### src/hw/rtl/knn_ram.sv
module knn_ram #(
  parameter int WIDTH = 16,
  parameter int DEPTH = 64
) (
  input  logic                                   clk,
  input  logic                                   we,
  input  logic [(DEPTH > 1 ? $clog2(DEPTH) : 1)-1:0] waddr,
  input  logic [WIDTH-1:0]                       wdata,
  input  logic [(DEPTH > 1 ? $clog2(DEPTH) : 1)-1:0] raddr,
  output logic [WIDTH-1:0]                       rdata
);

  logic [WIDTH-1:0] mem [DEPTH];

  always_ff @(posedge clk) begin
    if (we) begin
      mem[waddr] <= wdata;
    end
    rdata <= mem[raddr];
  end

endmodule

### config.mk
export PLATFORM = sky130hd
export DESIGN_NAME = knn_ram
export DESIGN_NICKNAME = d
export VERILOG_FILES = /design/src/hw/rtl/knn_ram.sv
export SDC_FILE = /design/constraint.sdc
export NUM_CORES = 1
export LEC_CHECK = 0
export ABC_CLOCK_PERIOD_IN_PS = 6600
export BUFFER_PORTS_ARGS = -buffer_cell sky130_fd_sc_hd__clkbuf_2
export CORE_MARGIN = 2
export CORE_UTILIZATION = 60
export DETAILED_ROUTE_END_ITERATION = 10
export PLACE_DENSITY = 0.76
export SLEW_MARGIN = 25
export SYNTH_ARGS = -nofsm -noshare
export SYNTH_HDL_FRONTEND = slang
export SYNTH_SLANG_ARGS = --single-unit
### constraint.sdc
create_clock -name clk -period 6.6 [get_ports clk]
set_clock_uncertainty 0.2 [all_clocks]
set_input_delay 0.33 -clock clk [delete_from_list [all_inputs] [get_ports clk]]
set_output_delay 0.33 -clock clk [all_outputs]
set_load 0.02 [all_outputs]
* Word-level counts from Yosys, hierarchy flattened
Memories as Yosys holds them, arrays and structs flattened. A register that Yosys moved wholly into a read port is not among the register bits.
Cells that the tools add are included.
** Operators by class
- Muxes and demuxes :: 2
** Operators by type and width (count)
- 1-bit two-way mux :: 2
** Word-level totals
- Word-level logic and storage cells :: 3
- Output and inout port bits :: 16
- RAM bits :: 1024
- Memories :: 1
- Register bits after elaboration :: 0
- Bits of input ports :: 30
** Memories
- mem :: depth 64, width 16, rd ports 1, clocked after Yosys merged registers in 1, wr ports 1, RTL line 13 : logic [WIDTH-1:0] mem [DEPTH];

* Logic depth before layout (Yosys ltp)
- Depth in word-level cells :: 2
- Gate-level depth with buffers :: 10
- Gate-level depth less buffers :: 5

* Worst setup path after synthesis
No wires, ideal clock.
- Path kind :: input-to-reg
- Start :: input port waddr[3] (netlist bit)
- End :: memory mem[48][0] (enable)
- Stages on the path :: 4
- Path slack :: 4035 ps
- Setup time :: 409 ps
- Buffers on the path :: 1
- Data arrival time :: 1956 ps
- Required time :: 5991 ps
- Path through :: clkbuf_1 > nor2b_1 > nand4b_1 > nor3_1
** RTL lines
- from (decl) :: RTL line 7 : input logic [(DEPTH > 1 ? $clog2(DEPTH) : 1)-1:0] waddr,
- to (decl) :: RTL line 13
No word-level cell before the write port.

==> metrics <==
Final Cycle Share=about half; Worst-path clk slew=0.06 ns; DRT antenna net count=0; Max-slew headroom=around 29%; Row Count=94; pin count of the biggest net entering global routing=93; 1st-pass router iterations=6; vias in the first global route=19802; total negative setup slack=0 ns; Yosys top cell area share=76.8%; via count=19643; worst path arrival time=between 3 and 4 ns; Setup Buffers After CTS=0; initial antenna violation count=2; share of layout cells above drive strength 1=26.4%; CP Capture Type=register; utilization after layout=between 60% and 70%; GRT Total Usage=~28%; fmax=0.315 GHz; Core ar.=between 60000 and 70000 µm²; DP Wirelength=53500 µm; Die Span Y=262 µm; Avg WL per Cell=between 30 and 40 µm; gpl congestion=0.858; DRT iter0 DRCs=between 2000 and 3000; CTS Sinks=1040; Post-Syn Area per Cell=21.9 µm²; Least-Margin Pin Slew=approximately 1.1 ns; run status=completed; syn nets=~1900; power per cell area=307 nW/µm²; cts bufs inserted=100; Initial Utilization=60.8%; die area=68800 µm²; Peak supply drop=0.340 mV; hold_buf cts=0; startpoint types=input pin; Synth async-reset ratio=0%; unrepaired setup endpoints after global routing=false; crit-path max FO=92; Area contributors post-synth=edfxtp_1 (77%), mux4_2 (12%), mux2i_1 (2.1%); Netlist cell types=43; # IOs=46; root buffer cell=clkbuf_16; TritonCTS clock tree=done; post-cts resize count=0; DIE WIDTH=between 200 and 300 µm; H-tree depth=3; final WL=around 94000 µm; Req. time, crit path=6.91 ns; Period minus WS final=3.17 ns; synthesis-stage register bit count=roughly 1000; Max Cap Violations=0; count of final max-slew check failures=0; Fin. Hold Viols=0; dominant cell type by area after synthesis=edfxtp_1; hold crit path type=in2reg; first-pass GRT wire length=137000 µm; post-synthesis sequential area ratio=77.6%; synth warn=0; Post-Syn Area=between 40000 and 50000 µm²; Static Leakage=14.2 nW; clock tree buffer depth=3; DRC viols=0; Buffers on Ports=45; Worst-Skew Late Latency=around 0.68 ns; Synth Flop Type=edfxtp_1; vias per cell=6.76; Post-Syn Instances=1829; setup violators final=0; Post-synth EDFFs=1024; GRT Residual Overflow=0; NumNets Final=between 1500 and 2000; Crit Path Class=in2reg; Layout area overhead=11.6%
cell usage after synthesis, types with 6 or more instances:
cell and count:
edfxtp_1 1024, mux4_2 220, mux2i_1 85, nor2_1 72
nand2_1 59, a22oi_1 39, buf_2 36, nor2b_1 30
mux2_2 27, clkbuf_1 24, nand3_1 24, a21oi_1 17
buf_6 17, a221oi_1 16, dfxtp_1 16, buf_4 13
nand4_1 12, a211o_1 8, a211oi_1 8, a311oi_1 8
a31oi_1 8, a221o_1 6, a22o_1 6
cell usage in the layout, fill, tap and decap left out, drive strengths merged, types with 8 or more instances in the layout:
| cell type | instances |
|---|---|
| edfxtp | 1024 |
| mux4 | 224 |
| clkbuf | 178 |
| buf | 87 |
| mux2i | 85 |
| nor2 | 74 |
| nand2 | 60 |
| a22oi | 39 |
| nor2b | 30 |
| clkinv | 30 |
| mux2 | 27 |
| nand3 | 24 |
| a21oi | 17 |
| a221oi | 16 |
| dfxtp | 16 |
| nand4 | 12 |
| bufinv | 10 |
| a211o | 8 |
| a31oi | 8 |
| a211oi | 8 |
| a311oi | 8 |
| o21ai | 8 |
cells by family (layout without fill, tap and decap cells):
group | after synthesis | in the layout | synth area share (%)
AND/OR/NAND/NOR | 220 | 220 | 2.65
other | 0 | 4 | 0
flip-flops | 1040 | 1040 | 77.6
buffers and inverters | 104 | 312 | 1.83
AO/OA/AOI/OAI | 129 | 129 | 2.41
multiplexers | 336 | 336 | 15.5
metrics by stage:
step	worst slack (ns)	cells	hold slack [ns]	power, mW	instance area, µm²
global placement	2.72	2716	0.592	8.13	41300
finish	3.43	2905	0.0460	13.7	44700
detailed placement	2.71	2717	0.595	8.15	41400
CTS	3.44	2899	0.0357	13.8	44600
global route	3.35	2901	0.0396	14.1	44700
floorplan	4.04	1829	0.229	7.86	40000
final cells by class:
cell class / count / area (µm²)
sequential: 1040 / 31100
fill: 3967 / 21200
multi-input combinational: 685 / 8320
clock buffer: 135 / 2720
tap: 864 / 1080
timing repair buffer: 130 / 928
clock inverter: 47 / 548
antenna: 4 / 10.0
worst paths after layout:
check / from / endpoint / slack [ns] / cells after the start
worst max register to register: mem[63][15]$_DFFE_PP_ / rdata[15]$_DFF_P_ / 4.17 / 4
worst min-delay path: waddr[2] / mem[49][14]$_DFFE_PP_ / 0.05 / 2
worst min register to register: mem[62][2]$_DFFE_PP_ / rdata[2]$_DFF_P_ / 0.71 / 5
worst max-delay path: raddr[2] / rdata[15]$_DFF_P_ / 3.43 / 6
where the power goes:
| part | total [mW] | internal [mW] | switching (mW) | leakage [nW] |
|---|---|---|---|---|
| registers | 7.35 | 7.31 | 0.0388 | 9.35 |
| logic | 0.674 | 0.233 | 0.440 | 3.25 |
| clock network | 5.71 | 3.29 | 2.42 | 1.59 |
| total | 13.7 | 10.8 | 2.90 | 14.2 |
per-layer routing:
| layer | global-route usage, % | wire length (µm) | vias up |
|---|---|---|---|
| li1 | - | - | 7931 |
| met3 | 6.29 | 10900 | 229 |
| met1 | 39.7 | 35000 | 10163 |
| met5 | 0 | 0 | - |
| met4 | 11.7 | 4030 | 0 |
| met2 | 41.7 | 44200 | 1320 |
worst max-delay path: stages:
cell and delay (ns):
clkbuf_8 0.62, buf_4 0.83, mux4_2 0.42, mux2_2 0.29
a221oi_1 0.81, a311oi_1 0.12
flip-flops by register name, indices dropped and copies added (netlist names):
signal and cells:
rdata 16, mem 1024
Note: power is estimated with default switching activity, not from simulation.
