$ cat src/hw/rtl/knn_pkg.sv
package knn_pkg;

  localparam int COORD_W = 16;
  localparam int IDX_W   = 16;
  localparam int SQ_W    = 38;
  localparam int PROD_W  = 32;
  localparam int ROOT_W  = 19;
  localparam int RANK_W  = 6;
  localparam int CFG_IW  = 2;
  localparam int CFG_DW  = 17;

  localparam logic [SQ_W-1:0] SQ_MAX = '1;

  localparam logic FUNC_QUERY  = 1'b0;
  localparam logic FUNC_CORPUS = 1'b1;

  localparam logic [CFG_IW-1:0] REG_NUM_DIMS      = 2'd0;
  localparam logic [CFG_IW-1:0] REG_NUM_POINTS    = 2'd1;
  localparam logic [CFG_IW-1:0] REG_NUM_NEIGHBORS = 2'd2;

  typedef enum logic [2:0] {
    S_IDLE,
    S_MUL,
    S_ACC,
    S_INS,
    S_ROOT,
    S_OUT
  } knn_state_t;

  typedef struct packed {
    logic            valid;
    logic [SQ_W-1:0] dsq;
    logic [IDX_W-1:0] idx;
  } cell_t;

  typedef struct packed {
    logic clr;
    logic unload;
    logic ins;
  } cell_ctrl_t;

endpackage

$ cat src/hw/rtl/knn_cell.sv
module knn_cell import knn_pkg::*; (
  input  logic       clk,
  input  logic       rst_n,
  input  cell_ctrl_t ctrl,
  input  logic       en,
  input  cell_t      cand,
  input  cell_t      left,
  input  logic       left_lt,
  input  cell_t      right,
  output cell_t      held,
  output logic       lt
);

  cell_t held_r, held_nxt;

  // strictly less: an equal distance stays behind the older, lower index
  assign lt   = !held_r.valid || (cand.dsq < held_r.dsq);
  assign held = held_r;

  always_comb begin
    held_nxt = held_r;
    priority if (ctrl.clr) begin
      held_nxt.valid = 1'b0;
    end else if (ctrl.unload) begin
      held_nxt = right;
    end else if (ctrl.ins && en) begin
      if (left_lt) begin
        held_nxt = left;
      end else if (lt) begin
        held_nxt = cand;
      end
    end
  end

  always_ff @(posedge clk) begin
    if (!rst_n) begin
      held_r.valid <= 1'b0;
    end else begin
      held_r <= held_nxt;
    end
  end

endmodule

$ cat config.mk
export PLATFORM = sky130hd
export DESIGN_NAME = knn_cell
export DESIGN_NICKNAME = d
export VERILOG_FILES = /design/src/hw/rtl/knn_pkg.sv /design/src/hw/rtl/knn_cell.sv
export SDC_FILE = /design/constraint.sdc
export NUM_CORES = 1
export LEC_CHECK = 0
export ABC_AREA = 1
export BUFFER_PORTS_ARGS = -buffer_cell sky130_fd_sc_hd__buf_2
export CAP_MARGIN = 0
export CORE_MARGIN = 5
export CORE_UTILIZATION = 30
export DETAILED_ROUTE_END_ITERATION = 12
export SYNTH_ARGS = -nofsm -noshare
export SYNTH_HDL_FRONTEND = slang
export SYNTH_SLANG_ARGS = --single-unit
$ cat constraint.sdc
create_clock -name clk -period 4.57 [get_ports clk]
set_clock_uncertainty 0.1 [all_clocks]
set_input_delay 0.2285 -clock clk [delete_from_list [all_inputs] [get_ports clk]]
set_output_delay 0.2285 -clock clk [all_outputs]
set_load 0.01 [all_outputs]
After elaboration in Yosys (flattened, before gate mapping)
Cells that the tools add are included.
{"block": "word_totals", "register_bits": 55, "in_bits": 172, "wordCells": 18}
{"block": "op_classes", "order_cmp": 1, "muxes": 4, "bitwise_logic": 2, "reduce_logical": 8}
{"op": "$mux 55", "count": 4}
{"op": "$lt 38x38->1", "count": 1}
{"op": "$reduce_and 4->1", "count": 1}
{"op": "$reduce_bool 3->1", "count": 1}
{"op": "$not 1->1", "count": 2}
{"op": "$reduce_and 2->1", "count": 1}
{"op": "$reduce_bool 2->1", "count": 1}
{"op": "$reduce_or 2->1", "count": 1}
{"op": "$logic_and 1x1->1", "count": 1}
{"op": "$logic_not 1->1", "count": 1}
{"op": "$logic_or 1x1->1", "count": 1}

Depth between registers and ports, before layout
{"block": "logic_depth", "ltp_word": 6, "ltp_mapped": 16, "depth_no_buf": 16}

Least setup slack after synthesis
No wires, ideal clock.
{"block": "synth_timing", "path_type": "register to register", "start": "register held_r, in the netlist held[21]", "end": "register held_r, in the netlist held[0] (enable)", "setup_ns": 0.418, "arrival_ns": 2.680, "required_time_ns": 4.052, "setup_slack_ns": 1.372, "stages_incl_launch_ff": 13, "path_buffers": 0, "period_less_slack_ns": 3.198, "cell_sequence": "edfxtp_1 inv_1 ha_1 nand2_1 inv_1 nand2_1 nand2_1 a21oi_1 nor2_2 nor2_1 nand2_2 nand3_2 and3_1"}
{"block": "synth_via", "elab_chain_len": 4}
{"item": "start, declared", "line_no": "knn_cell.sv:14", "rtl": "cell_t held_r, held_nxt;"}
{"item": "start signal, assigned", "line_no": "knn_cell.sv:39", "rtl": "held_r <= held_nxt;"}
{"item": "$lt 38x38->1", "line_no": "knn_cell.sv:17", "rtl": "assign lt = !held_r.valid || (cand.dsq < held_r.dsq);"}
{"item": "$logic_or 1x1->1", "line_no": "knn_cell.sv:17"}
{"item": "$reduce_bool 3->1 (no source line)"}
{"item": "$reduce_and 4->1 (no source line)"}
No other way between the ends.
A chain may end at the register's enable or synchronous reset.

Worst setup path after layout
{"block": "layout_timing", "start": "register held_r, in the netlist held[21]", "end": "register held_r, in the netlist held[47] (enable)"}
The elaborated chain is that of the path after synthesis.

==> results.md <==
* Initial antenna violation count at 1
* Clk network pwr share at 29.7%
* CP required at 4.40 ns
* NetSw at 346 uW
* Total inserted antenna cells at 0
* Gate family responsible for the most delay along the worst path: simple AND/OR/NAND/NOR gates
* Share of cells above drive strength 1 at 35.0%
* Final min period at 2.96 ns
* Average routed wire per standard cell at 14.2 um
* Area share of the largest cell type after synthesis at 42.5%
* Proportion of synthesized chip area in sequential cells at 43.0%
* CP Launch Type: flip-flop
* Share of the clock period used by the worst path at 64.8%
* Fraction of power spent switching nets at 27.4%
* Post-synthesis instance area at 0.00381 sq mm
* # setup viols final at 0
* Number of nets with antenna violations after routing at 0
* First DRT Iteration DRCs at 145
* Hold buffer count at cts at 0
* Syn nets at 703
* Largest fanout on the critical path at 42
* Number of max-cap violations at 0
* Cell area after placement at 0.00512 sq mm
* Leading area contributor after synthesis: sky130_fd_sc_hd__edfxtp_1
* Number of I/O port buffers at 227
* Die W at 123 um
* Area enclosed by the die boundary at 0.0151 sq mm
* Worst EP arrival at 2.79 ns
* Synth cell types at 19
* Clock transition at the register clock pins on the worst setup and hold paths after CTS at 0.07 ns
* Combinational cell fraction of total power at 23.3%
* Post-route DRC at 0
* Clock tree from TritonCTS: built
* Starting Density at 30.4%
* Vias in the first global route at 4116
* Slew at the pin closest to its max-slew limit at 0.836 ns
* Final cell count without fillers at 883
* Routed wire length at 12.5 mm
* Cell types occupying the most area after synthesis: sky130_fd_sc_hd__edfxtp_1 (43%), sky130_fd_sc_hd__a21oi_1 (16%), sky130_fd_sc_hd__ha_1 (12%)
* Minimum setup slack among reg-to-reg paths at 1.61 ns
* Number of flip-flops under the largest register name at 55
* Detailed placement HPWL at 9.80 mm
* Max-slew headroom at 44.2%
* Maximum clock path buffer count at 2
* Final Worst Setup Slack at 1.61 ns
* Post-CTS setup repair buffer count at 0
* Mean area per synthesized cell at 7.72 sq um
* Setup Crit Path Kind: flip-flop to flip-flop
* Pin count of the biggest net entering global routing at 57
* Core box area at 0.0126 sq mm
* Sequential cell area at 0.00164 sq mm
* Overall Power at 1.26 mW
* Most used cell, CP: sky130_fd_sc_hd__nand2_1
* Number of hold violations in the final report at 0
* Pre-Repair DR Iteration Count at 4
* Total clock sinks at 55
* Number of nets at the end of the flow at 919
* Area used by multi-input combinational logic at 0.00187 sq mm
* Setup TNS at 0 ns
* Final global-route overflow total at 0
* Worst skew pair latency at 0.29 ns
* Filler cell count in the final layout at 1306
* Achievable frequency at 0.338 GHz
* CP Capture Type: flip-flop
* Outcome: complete, no violations
* Final core occ at 41.8%
* Static leakage at 2.70 nW
* Placed Instances at 875
* Worst path slowest cell: sky130_fd_sc_hd__buf_4
* Row count at 41
* Total I/O pin count at 228
* Yosys synthesis warning count at 0
* Worst setup slack after placement at 1.55 ns
* Gate count after technology mapping at 494
* Unrepaired setup endpoints after global routing: false
* Part of the total power dissipated in sequential elements at 47.1%
* HP Class: input pin to flip-flop
* Internal Pwr Total at 917 uW
* H-tree Lvls at 2
* Worst VDD drop at 0.154 mV
* Area grow syn2layout at 37.8%
* CP cell instances: inv_1 > ha_1 > nand2_1 > inv_1 > nand2_1 > nand2_1 > a21oi_1 > nor2_2 > nor2_1 > nand2_2 > nand3_2 > and3_2 > buf_4
* Register bit count reported by yosys at 55
* Die Y-Extent at 123 um
* Inserted Clock Buffers at 5
* Worst stage delay on the critical path at 0.52 ns
* Post-route worst hold slack at 0.158 ns
* Overall track demand over capacity in global routing at 16.1%
* Wire length of the first global-routing pass at 19.1 mm
* Routed vias/inst at 4.57
* Overall via count from detail_route at 4039
* Final slew viol count at 0
* CTS Root Cell: sky130_fd_sc_hd__clkbuf_16
* Total power divided by cell area at 240 mW/mm^2
* Final standard cell area without fillers at 0.00526 sq mm
* Number of buffers and inverters on the critical path at 3
* Gates resized, CTS repair at 0
* Gpl congestion at 0.802
placed cells by master (no fill, tap or decap), drive strengths merged, types with 2 or more instances in the layout:
cell	instances
buf	232
a21o	2
ha	37
edfxtp	54
clkbuf	6
inv	58
o21ai	4
a21boi	2
nor2	73
a21oi	120
nand2	116
nand3	3
synthesized netlist by cell type:
library cell and n:
sky130_fd_sc_hd__buf_2 2, sky130_fd_sc_hd__nand2_1 114, sky130_fd_sc_hd__a21oi_1 120, sky130_fd_sc_hd__buf_1 14, sky130_fd_sc_hd__ha_1 37, sky130_fd_sc_hd__a21boi_0 2, sky130_fd_sc_hd__o21ai_0 4, sky130_fd_sc_hd__nand3_1 1
sky130_fd_sc_hd__nand2_2 2, sky130_fd_sc_hd__clkbuf_1 7, sky130_fd_sc_hd__dfxtp_1 1, sky130_fd_sc_hd__and3_1 1, sky130_fd_sc_hd__inv_2 1, sky130_fd_sc_hd__inv_1 57, sky130_fd_sc_hd__nand3_2 2, sky130_fd_sc_hd__nor2_2 3
sky130_fd_sc_hd__edfxtp_1 54, sky130_fd_sc_hd__nor2_1 70, sky130_fd_sc_hd__a21o_1 2
worst reg2reg max path, delay by kind of cell, from the launching register on:
family                     cells  cell delay (ns)
and+or+nand+nor                8             0.93
buffers and inverters          3             0.63
adders and majority gates      1             0.23
DFF                            1             0.39
AOI/OAI and AO/OA              1             0.27
kinds of logic (layout without fill, tap and decap cells):
kind of cell    after synthesis  count (layout)  share of synthesized area, %
compound gates              128             128                          17.1
fa+ha+maj                    37              37                          12.1
buf+inv                      81             298                          8.04
flops                        55              55                          43.0
simple gates                193             193                          19.7
power groups by stage:
stage	Clock [mW]	Sequential, mW	Combinational, mW
detailed placement	0	0.606	0.298
floorplan	0	0.616	0.142
global route	0.407	0.596	0.336
global placement	0	0.604	0.291
finish	0.374	0.594	0.294
CTS	0.388	0.594	0.300
routing by layer:
layer | GRT usage [%] | share of wire, %
met5 | 0 | 0.056
met4 | 3.15 | 0.93
met1 | 17.9 | 38
met2 | 30.5 | 51
met3 | 4.33 | 9.2
final cells by class:
class                      count  area share [%]
tap                          172            4.09
sequential                    55            31.2
clock inverter                 2           0.238
timing repair buffer         232            22.3
inverter                      58            4.14
multi-input combinational    358            35.5
clock buffer                   6            2.45
worst paths after layout:
path | from | end | cells after the start
setup / recovery | held[21] | held[47] | 13
hold / removal | right[26] | held[26] | 3
setup reg to reg | held[21] | held[47] | 13
hold reg to reg | held[54] | held[54] | 4
Power figures use the tool's default switching activity.
