### src/hw/rtl/knn_pkg.sv
package knn_pkg;

  localparam int COORD_W = 16;
  localparam int IDX_W   = 16;
  localparam int SQ_W    = 38;
  localparam int PROD_W  = 32;
  localparam int ROOT_W  = 19;
  localparam int RANK_W  = 6;
  localparam int CFG_IW  = 2;
  localparam int CFG_DW  = 17;

  localparam logic [SQ_W-1:0] SQ_MAX = '1;

  localparam logic FUNC_QUERY  = 1'b0;
  localparam logic FUNC_CORPUS = 1'b1;

  localparam logic [CFG_IW-1:0] REG_NUM_DIMS      = 2'd0;
  localparam logic [CFG_IW-1:0] REG_NUM_POINTS    = 2'd1;
  localparam logic [CFG_IW-1:0] REG_NUM_NEIGHBORS = 2'd2;

  typedef enum logic [2:0] {
    S_IDLE,
    S_MUL,
    S_ACC,
    S_INS,
    S_ROOT,
    S_OUT
  } knn_state_t;

  typedef struct packed {
    logic            valid;
    logic [SQ_W-1:0] dsq;
    logic [IDX_W-1:0] idx;
  } cell_t;

  typedef struct packed {
    logic clr;
    logic unload;
    logic ins;
  } cell_ctrl_t;

endpackage

### src/hw/rtl/knn_isqrt.sv
module knn_isqrt import knn_pkg::*; (
  input  logic              clk,
  input  logic              rst_n,
  input  logic              start,
  input  logic [SQ_W-1:0]   radicand,
  output logic              done,
  output logic [ROOT_W-1:0] root
);

  localparam int REM_W = ROOT_W + 2;
  localparam int CNT_W = $clog2(ROOT_W);

  logic [SQ_W-1:0]   rad_r;
  logic [REM_W-1:0]  rem_r;
  logic [ROOT_W-1:0] root_r;
  logic [CNT_W-1:0]  cnt_r;
  logic              busy_r, done_r;
  logic [REM_W-1:0]  rem_s, test;

  // one result bit per cycle, two radicand bits shifted in
  assign rem_s = {rem_r[REM_W-3:0], rad_r[SQ_W-1 -: 2]};
  assign test  = {root_r, 2'b01};
  assign done  = done_r;
  assign root  = root_r;

  always_ff @(posedge clk) begin
    if (!rst_n) begin
      busy_r <= 1'b0;
      done_r <= 1'b0;
    end else begin
      done_r <= 1'b0;
      if (start) begin
        busy_r <= 1'b1;
        cnt_r  <= '0;
        rad_r  <= radicand;
        rem_r  <= '0;
        root_r <= '0;
      end else if (busy_r) begin
        rad_r <= {rad_r[SQ_W-3:0], 2'b00};
        if (rem_s >= test) begin
          rem_r  <= rem_s - test;
          root_r <= {root_r[ROOT_W-2:0], 1'b1};
        end else begin
          rem_r  <= rem_s;
          root_r <= {root_r[ROOT_W-2:0], 1'b0};
        end
        cnt_r <= cnt_r + 1'b1;
        if (cnt_r == CNT_W'(ROOT_W - 1)) begin
          busy_r <= 1'b0;
          done_r <= 1'b1;
        end
      end
    end
  end

endmodule

### config.mk
export PLATFORM = sky130hd
export DESIGN_NAME = knn_isqrt
export DESIGN_NICKNAME = d
export VERILOG_FILES = /design/src/hw/rtl/knn_pkg.sv /design/src/hw/rtl/knn_isqrt.sv
export SDC_FILE = /design/constraint.sdc
export NUM_CORES = 1
export LEC_CHECK = 0
export BUFFER_PORTS_ARGS = -buffer_cell sky130_fd_sc_hd__buf_2
export CAP_MARGIN = 20
export CORE_ASPECT_RATIO = 0.75
export CORE_MARGIN = 1.5
export CORE_UTILIZATION = 30
export DETAILED_ROUTE_END_ITERATION = 10
export MAX_ROUTING_LAYER = met4
export PLACE_DENSITY = 0.53
export SLEW_MARGIN = 20
export SYNTH_ARGS = -nofsm -noshare
export SYNTH_HDL_FRONTEND = slang
export SYNTH_SLANG_ARGS = --single-unit
### constraint.sdc
create_clock -name clk -period 3.1 [get_ports clk]
set_input_delay 0.155 -clock clk [delete_from_list [all_inputs] [get_ports clk]]
set_output_delay 0.155 -clock clk [all_outputs]
set_load 0.01 [all_outputs]
Yosys cells after proc, flatten, opt, wreduce, memory -nomap -nowiden
Index checks and enable logic that the tools add are counted.

Register bits after elaboration: 83. Bits of input ports: 41. Logic and storage cells: 26.

$add $sub $neg: 2. Magnitude comparators: 1. Eq/ne operators: 1. Mux-type cells: 11. Bitwise gates (word level): 2. Reduce and logical (&&, ||, !) cells: 3.

Operators with widths (number): 38-bit 2-to-1 mux (2); 19-bit 2-to-1 mux (3); 21-bit >= comparator (1); 19-bit subtractor (1); 5-bit by 1-bit adder with 5-bit output (second input constant) (1); 5-bit equality test (second input constant) (1); 1-bit 2-to-1 mux (5); 5-bit 2-to-1 mux (1); 3-bit OR reduction (1); 1-bit NOT (2); 2-bit AND reduction (1); 2-bit nonzero test (1).

Depth between registers and ports, before layout
Gate-level depths: netlist of the first run.

Depth after elaboration: 4. Gate-level depth with buffers: 11. Mapped depth without buffers: 9.

Worst setup path before layout of the first run
Ideal clock, no wire load.

Kind: input to register. Start: input start. End: register cnt_r[0], enable pin. Arrival time: 2357 ps. Setup slack: 297 ps. Cell stages on the path: 2. Buffers on the path: 1. Cells stage by stage: clkbuf_1 -> o21a_1.

Longest elaborated chain between the ends: 2.

RTL lines: from (decl) (line knn_isqrt.sv:4) `input logic start,`; 2-bit nonzero test (no line); 2-bit AND reduction (no line); to (signal assigned) (line knn_isqrt.sv:47) `cnt_r <= cnt_r + 1'b1;`; to (decl) (line knn_isqrt.sv:16) `logic [CNT_W-1:0] cnt_r;`.

No other way between the ends. A chain may end at the register's enable or synchronous reset.

Worst setup path in the final report of the first run
Start: register root_r[6], in the netlist root[6]. End: register rem_r[16], data pin.

Longest elaborated chain between the ends: 3. Elaborated cells on any way between the ends: 4.

RTL lines: from (decl) (line knn_isqrt.sv:15) `logic [ROOT_W-1:0] root_r;`; from (signal assigned) (line knn_isqrt.sv:42) `root_r <= {root_r[ROOT_W-2:0], 1'b1};`; from (signal assigned) (line knn_isqrt.sv:45) `root_r <= {root_r[ROOT_W-2:0], 1'b0};`; 19-bit subtractor or 21-bit >= comparator (tied branches) (line knn_isqrt.sv:41, knn_isqrt.sv:40); 19-bit 2-to-1 mux * (line knn_isqrt.sv:40) `if (rem_s >= test) begin`; 19-bit 2-to-1 mux * (line knn_isqrt.sv:38) `end else if (busy_r) begin`; to (signal assigned) (line knn_isqrt.sv:41) `rem_r <= rem_s - test;`; to (signal assigned) (line knn_isqrt.sv:44) `rem_r <= rem_s;`; to (decl) (line knn_isqrt.sv:14) `logic [REM_W-1:0] rem_r;`.

Mark *: on every way between the ends. The rest lies on a longest branch, timed or not. The select of a mux whose other input is x is not followed.

==> results.md, run 1 <==
- The flow ran to the end, and the final reports show no timing, DRC or antenna violations.
- The number of antenna violations at the first check in global routing is 0.
- The completed layout was analyzed and its total power is 3.084 mW.
- The pin slew with the least headroom to its limit is 0.9716 ns.
- The die area is 15860 um2.
- In this run, the number of DRC markers left after iteration 0 of detailed routing was 211.
- The count of antenna diodes in the layout is 0.
- The buffer count from post-CTS setup fixing is 0.
- The startpoint kind of the worst setup timing path is a flip-flop.
- The total number of yosys warnings is 0.
- The sink count of the clock tree is 83.
- Across the run, the number of max-cap violations was 0.
- At the end of routability-driven placement, the weighted congestion stood at 0.8374.
- Entering global routing, the biggest net connects 83 pins.
- The ratio of cells with drive above 1 in the final layout is 28.29%.
- The routed wire length per instance is 14.82 um.
- For this run, the top clock speed supported by timing is 349.4 MHz.
- The critical path goes through inv_1, ha_1, nand3_1, nor2_1, nand4_1, o41a_1, a31oi_4, buf_4, nor2_1, a311oi_1.
- The post-layout utilization of the core is 36.52%.
- The critical path is of the reg2reg type.
- The post-synthesis sequential area ratio is 54.54%.
- The clock passes through at most 2 buffers.
- The type of the worst min-delay path is in2reg.
- The share of the synthesized area in the top cell type is 53.66%.
- The port buffer count is 60.
- The number of different library cells used by synthesis comes to 47.
- The final critical delay including setup and external delays is 2.862 ns.
- CTS placed an instance of clkbuf_16 at the clock tree root.
- The worst setup path is captured at a flip-flop.
- The tightest slew margin relative to the limit is 35.22%.
- The final period utilization is 92.32%.
- The cell occurring most often along the worst timing path is nor2_1.
- The number of failing hold endpoints at the final stage is 0.
- The cell row count is 38.
- The first detailed-routing pass ran for 4 iterations.
- Power spread over the standard cell area amounts to 578.4 nW/um2.
- The number of hold buffers added after CTS is 0.
- The final worst clock skew is 0.007741 ns.
- Grouping stages by cell kind, the critical path spends the most delay in compound AO/OA/AOI/OAI gates.
- Sorting the synthesized cells by area gives the leading types as edfxtp_1 54%, mux2_2 9.2%, ha_1 6.3%, nor2_1 3.7%, a21oi_1 3.1%.
- Setup violations remaining at the end of the flow were counted as 0.
- Detailed routing inserted a total of 3069 vias.
- The sequential cell area is 2472 um2.
- Counting flops with a built-in enable in the synthesized netlist gives 81.
- The global-route wire length before repair is 15910 um.
- The number of levels in the clock H-tree is 3.
- The final count of pins violating max slew was 0.
- The combined area of all synthesized cells is 4533 um2.
- The number of nets produced by synthesis is 451.
- The share of flip-flops with an asynchronous set or reset is 0%.
- The prevailing post-synth register cell is edfxtp_1.
- The largest single stage delay on the critical path is 0.45 ns.
- The tightest hold margin is 0.06934 ns.
- The critical path data arrival time is 3.03 ns.
- The total overflow left after global routing is 0.
- VDD sags by at most 215.8 uV.
- Pin placement for this block handled 61 I/O pins.
- The detail route stage leaves a number of antenna-violating nets equal to 0.
- Across every metal layer, demand over resource in global routing totals 13.44%.
- The layout net count is 509.
- In this run, synthesis produced a sequential element count of 83.
- The leakage component of the power is 2.104 nW.
- Each instance of the synthesized netlist takes up on average 11.71 um2.
- Setup repair after global routing left no endpoint under its margin.
- The final-layout setup total negative slack is 0 ns.
- The worst-skew pair later-pin latency is 0.35 ns.
- The number of global-route vias before repair came to 3082.
- The total of fill cells in the finished design is 1497.
- Together, buffers and inverters on the worst path number 2.
- The number of gates resized after CTS was 0.
- TritonCTS created 9 clock buffers.
- The number of cells produced by synthesis is 387.
- The highest fanout seen on the critical path is 12.
- Compared with the post-synthesis result, the final layout area differs by 17.61%.
- The clock-pin slew of the registers on the worst-case setup and hold paths is 0.06 ns.
- Ranked by instance count, the synthesized netlist is headed by 81 x edfxtp_1, 45 x nor2_1, 37 x mux2_2.
- The clock tree from TritonCTS is done.
- The area used by multi-input combinational logic is 1868 um2.
- For this design, the slowest cell found on the critical path is a31oi_4.
- The data required time of the worst path is 3.26 ns.
- The routed design has 9616 um of wire.
- For this configuration, the core starts out at a cell density of 31.06%.
- The placeable core area is 14600 um2.
- The height of the chip is 109.5 um.
- The post-detailed-route via-to-cell ratio is 4.729.
- The library cell with the largest summed area after synthesis is edfxtp_1.
- The die is 144.9 um wide.
- Detailed placement ended at an HPWL of 6647 um.
- The most common cell in the synthesized netlist is edfxtp_1.
- After detailed routing, the number of remaining DRC violations is 0.
## area by class of cell
cell class,count,share of cell area (%)
multi-input combinational,256,35.04
tap,200,4.694
inverter,30,2.112
sequential,83,46.37
clock buffer,9,4.224
clock inverter,6,1.220
timing repair buffer,65,6.337
## flip-flops by register name, indices dropped and copies added, names as in the netlist
name,flops
busy_r,1
done,1
rad_r,38
root,19
cnt_r,5
rem_r,19
## layer usage
metal / GRT usage, % / wire length, um / vias up
li1: - / - / 1520
met1: 17.82 / 4903 / 1493
met2: 19.45 / 4145 / 50
met3: 4.398 / 453 / 6
met4: 4.197 / 114 / 0
met5: - / 0 / -
## power by group
group	total, mW	leakage, nW	switching, mW	internal, mW
clock network	1.08	0.142	0.457	0.622
logic	0.631	1.16	0.369	0.262
registers	1.37	0.800	0.0343	1.34
## path summary, 6_finish.rpt
path                         start                       to  slack [ns]  cells past startpoint
min                          rst_n          done$_SDFF_PP0_        0.07                      2
min reg2reg      busy_r$_SDFF_PN0_          done$_SDFF_PP0_        0.49                      1
max          root[6]$_SDFFCE_PP0P_  rem_r[16]$_SDFFCE_PP0P_        0.24                     10
max reg2reg  root[6]$_SDFFCE_PP0P_  rem_r[16]$_SDFFCE_PP0P_        0.24                     10
## cells in the final DEF (no fill, tap or decap), types with 6 or more instances in the layout
cell type | Yosys | layout
a21oi_1 | 28 | 28
mux2_2 | 37 | 37
o21ai_0 | 10 | 10
edfxtp_1 | 81 | 81
xor2_1 | 8 | 8
buf_2 | 7 | 60
nand3_1 | 8 | 8
nor2_1 | 45 | 45
inv_1 | 30 | 30
nand2_1 | 23 | 23
a31oi_1 | 6 | 6
xnor2_1 | 8 | 8
a21o_1 | 6 | 6
clkbuf_16 | 0 | 9
ha_1 | 23 | 23
## worst reg2reg max path, delay by kind of cell, from the launching register on
family / cells / cell delay (ns)
AO/OA/AOI/OAI: 3 / 1.13
adder cells (fa/ha/maj): 1 / 0.41
AND/OR/NAND/NOR: 4 / 0.41
flip-flops: 1 / 0.37
buffers and inverters: 2 / 0.37
## stage by stage
stage / std cells / setup slack (ns) / instance area (um2)
6_report: 649 / 0.2382 / 5331
5_1_grt: 649 / 0.01293 / 5331
4_1_cts: 649 / 0.2389 / 5331
3_5_place_dp: 634 / 0.2860 / 5041
3_3_place_gp: 634 / 0.3065 / 5041
2_1_floorplan: 387 / 0.2971 / 4533
## cell families (layout without fill, tap and decap cells)
group	Yosys count	after routing	share of synthesized area, %
buffers and inverters	48	110	4.416
XOR/XNOR	16	16	3.091
AND/OR/NAND/NOR	99	99	9.716
multiplexers	42	42	10.30
flip-flops	83	83	54.54
adder cells (fa/ha/maj)	23	23	6.348
AO/OA/AOI/OAI	76	76	11.59
No activity file was read; power rests on OpenSTA's default activity.
==> inputs of run 2 (changes only) <==
CORE_MARGIN = 2   (was 1.5)
clock period = 3.4 ns   (was 3.1 ns; I/O delays follow)
==> results.md, run 2 (synthesis results as in run 1) <==
- The terminus of the critical flop-to-flop path is rem_r[7]$_SDFFCE_PP0P_.
- The number of cells upsized or downsized after cts was 0 (unchanged).
- The peak per-stage delay on the critical path was 0.47 ns (+0.02 ns).
- The buffer count from post-CTS setup fixing is 0 (unchanged).
- The number of failing hold endpoints at the final stage came to 0 (unchanged).
- The cell row count is 38 (unchanged).
- The total via count in the routed design is 3078 (+0.29%).
- The final period utilization is 82.42% (-9.9 points).
- The data required time of the worst path came to 3.46 ns (+0.20 ns).
- The hold path startpoint is rst_n.
- The tightest slew margin relative to the limit is 36.22% (+1.0 points).
- The worst setup path is launched from a flip-flop.
- The final setup violation count is 0 (unchanged).
- The total of fill cells in the finished design is 1452 (-3.0%).
- The clock-pin slew of the registers on the worst-case setup and hold paths is 0.06 ns (about the same).
- The layout net count is 508 (-0.20%).
- The number of antenna-violating nets in the routed design came to 0 (unchanged).
- The worst register-to-register path begins at rem_r[14]$_SDFFCE_PP0P_.
- The final count of pins violating max slew is 0 (unchanged).
- By startpoint and endpoint, the worst setup path is classified as reg2reg.
- The worst reg-to-reg path cell count came to 9 (-1).
- The combined buffer and inverter count along the critical path came to 1 (-1).
- The number of design rule violations left after detail routing came to 0 (unchanged).
- The final wirelength is 9524 um (-0.96%).
- The pin count of the biggest net entering global routing was 83 (unchanged).
- The area used by multi-input combinational logic is 1868 um2 (unchanged).
- The number of stages on the worst hold path is 2 (unchanged).
- The estimated wirelength of the detail-placed design was 6544 um (-1.6%).
- The number of clock buffers inserted by TritonCTS is 9 (unchanged).
- The number of cells in the finished layout apart from fillers is 649 (unchanged).
- The count of placed standard cells including taps is 633 (-0.16%).
- The final critical delay including setup and external delays came to 2.802 ns (-0.05939 ns).
- The initial standard-cell utilization of the core is 31.06% (unchanged).
- The final-layout setup total negative slack is 0 ns (unchanged).
- The routability-driven placement congestion ratio came to 0.7957 (-5.0%).
- The critical path data arrival time was 2.86 ns (-0.17 ns).
- The final worst clock skew is 0.005925 ns (-0.001817 ns).
- The total congestion overflow is 0 (unchanged).
- The number of antenna violations at the first check in global routing is 0 (unchanged).
- The count of antenna diodes in the layout came to 0 (unchanged).
- The highest clock rate is 356.8 MHz (+2.1%).
- The power after layout was 2.804 mW (-9.1%).
- STA classifies the critical path endpoint as a flip-flop.
- The number of global-route vias before repair is 3074 (-0.26%).
- The clock tree from TritonCTS is done.
- The peak ir drop on the vdd network is 208.6 uV (-3.4%).
- The kind of cell adding the most delay to the critical path is simple AND/OR/NAND/NOR gates.
- The global-route wire length before repair came to 15600 um (-2.0%).
- The sequential cell area is 2472 um2 (unchanged).
- The flow ran to the end, and the final reports show no timing, DRC or antenna violations.
- The ratio of cells with drive above 1 in the final layout is 27.84% (-0.45 points).
- The buffer depth of the longest clock path is 2 (unchanged).
- Setup repair after global routing left no endpoint under its margin.
- Walking the worst path, the cells encountered are ha_1, nand4_1, nor4_1, o21bai_1, a21oi_4, a31oi_4, buf_12, mux2i_1, nor2_1.
- The floorplan die width is 145.9 um (+0.69%).
- Compared with the post-synthesis result, the final layout area differs by 17.80%.
- The height of the chip is 110.5 um (+0.91%).
- The reg2reg setup slack is 0.60 ns (+0.36 ns).
- The worst-skew pair later-pin latency is 0.34 ns (about the same).
- The detailed-router iteration count before antenna repair came to 6 (+2).
- The number of hold buffers added after CTS is 0 (unchanged).
- The routed wire length per instance is 14.67 um (-0.96%).
- In the layout the commonest cells are 81 x edfxtp_1, 60 x buf_2, 45 x nor2_1.
- The highest fanout seen on the critical path is 16 (+4).
- The end point of the most critical hold path is done$_SDFF_PP0_.
- The I/O pin count is 61 (unchanged).
- The number of levels in the clock H-tree is 3 (unchanged).
- The leakage component of the power was 2.105 nW (about the same).
- The post-detailed-route via-to-cell ratio is 4.743 (+0.29%).
- The sink count of the clock tree came to 83 (unchanged).
- The type of the worst min-delay path is in2reg.
- The count of max-cap constraint violations came to 0 (unchanged).
- Among all stages on the critical path, the largest delay is contributed by ha_1.
- More flip-flops sit in one register than any other, and that register is rad_r.
- The port buffer count is 60 (unchanged).
- The pin slew with the least headroom to its limit was 0.9567 ns (-0.01497 ns).
- The die area came to 16120 um2 (+1.6%).
- The global routing usage summed across all routing layers was 12.64% (-0.80 points).
- The power per cell area is 525.0 nW/um2 (-9.2%).
- The flip-flop count of the largest register after layout is 38 (unchanged).
- The most common library cell in the layout ignoring fill and taps is edfxtp_1.
- The root buffer cell chosen for the clock tree is clkbuf_16.
- The tightest hold margin is 0.08187 ns (+0.01253 ns).
- The detailed router's first-iteration violation count is 171 (-19%).
- The post-layout utilization of the core came to 36.58% (+0.060 points).
- The placeable core area is 14600 um2 (unchanged).
run 2: changes by cell type in the layout (fill, tap and decap cells not counted), sizes merged:
cell and delta:
clkinv +4, inv -2, clkinvlp -1, buf -1
run 2: per-stage QoR:
stage | setup slack [ns] | instance area (um2)
4_1_cts | 0.5818 | 5340
6_report | 0.5976 | 5340
2_1_floorplan | 0.5821 | 4533
3_5_place_dp | 0.6129 | 5046
3_3_place_gp | 0.6358 | 5046
5_1_grt | 0.2942 | 5340
run 2: worst reg2reg max path: stages, from the launching register on:
cell	delay [ns]
edfxtp_1	0.39
ha_1	0.47
nand4_1	0.25
nor4_1	0.30
o21bai_1	0.19
a21oi_4	0.08
a31oi_4	0.34
buf_12	0.21
mux2i_1	0.23
nor2_1	0.06
run 2: cell type report:
| class | instances | share of cell area, % |
|---|---|---|
| inverter | 30 | 2.109 |
| clock inverter | 7 | 1.289 |
| multi-input combinational | 256 | 34.98 |
| timing repair buffer | 64 | 6.420 |
| clock buffer | 9 | 4.217 |
| sequential | 83 | 46.30 |
| tap | 200 | 4.686 |
run 2: how the worst max path moves through the flow:
stage | slack [ns] | endpoint | start | depth (start not counted)
after floorplan | 0.58 | cnt_r[0]$_SDFFCE_PP0P_ | start | 2
after global placement | 0.64 | rem_r[5]$_SDFFCE_PP0P_ | root[6]$_SDFFCE_PP0P_ | 10
after detailed placement | 0.61 | rem_r[6]$_SDFFCE_PP0P_ | root[14]$_SDFFCE_PP0P_ | 10
after CTS | 0.58 | rem_r[7]$_SDFFCE_PP0P_ | rem_r[14]$_SDFFCE_PP0P_ | 9
after global routing | 0.29 | rem_r[7]$_SDFFCE_PP0P_ | rem_r[14]$_SDFFCE_PP0P_ | 9
final | 0.60 | rem_r[7]$_SDFFCE_PP0P_ | rem_r[14]$_SDFFCE_PP0P_ | 9
run 2: report_power, final:
group | internal (mW) | switching (mW)
clock | 0.566 | 0.410
sequential | 1.22 | 0.0309
combinational | 0.242 | 0.333
total | 2.03 | 0.774
run 2: metal layers:
layer | wire length, um | global-route usage, %
met5 | 0 | -
met1 | 4799 | 17.27
met4 | 178 | 4.902
met2 | 4089 | 17.52
met3 | 456 | 3.802
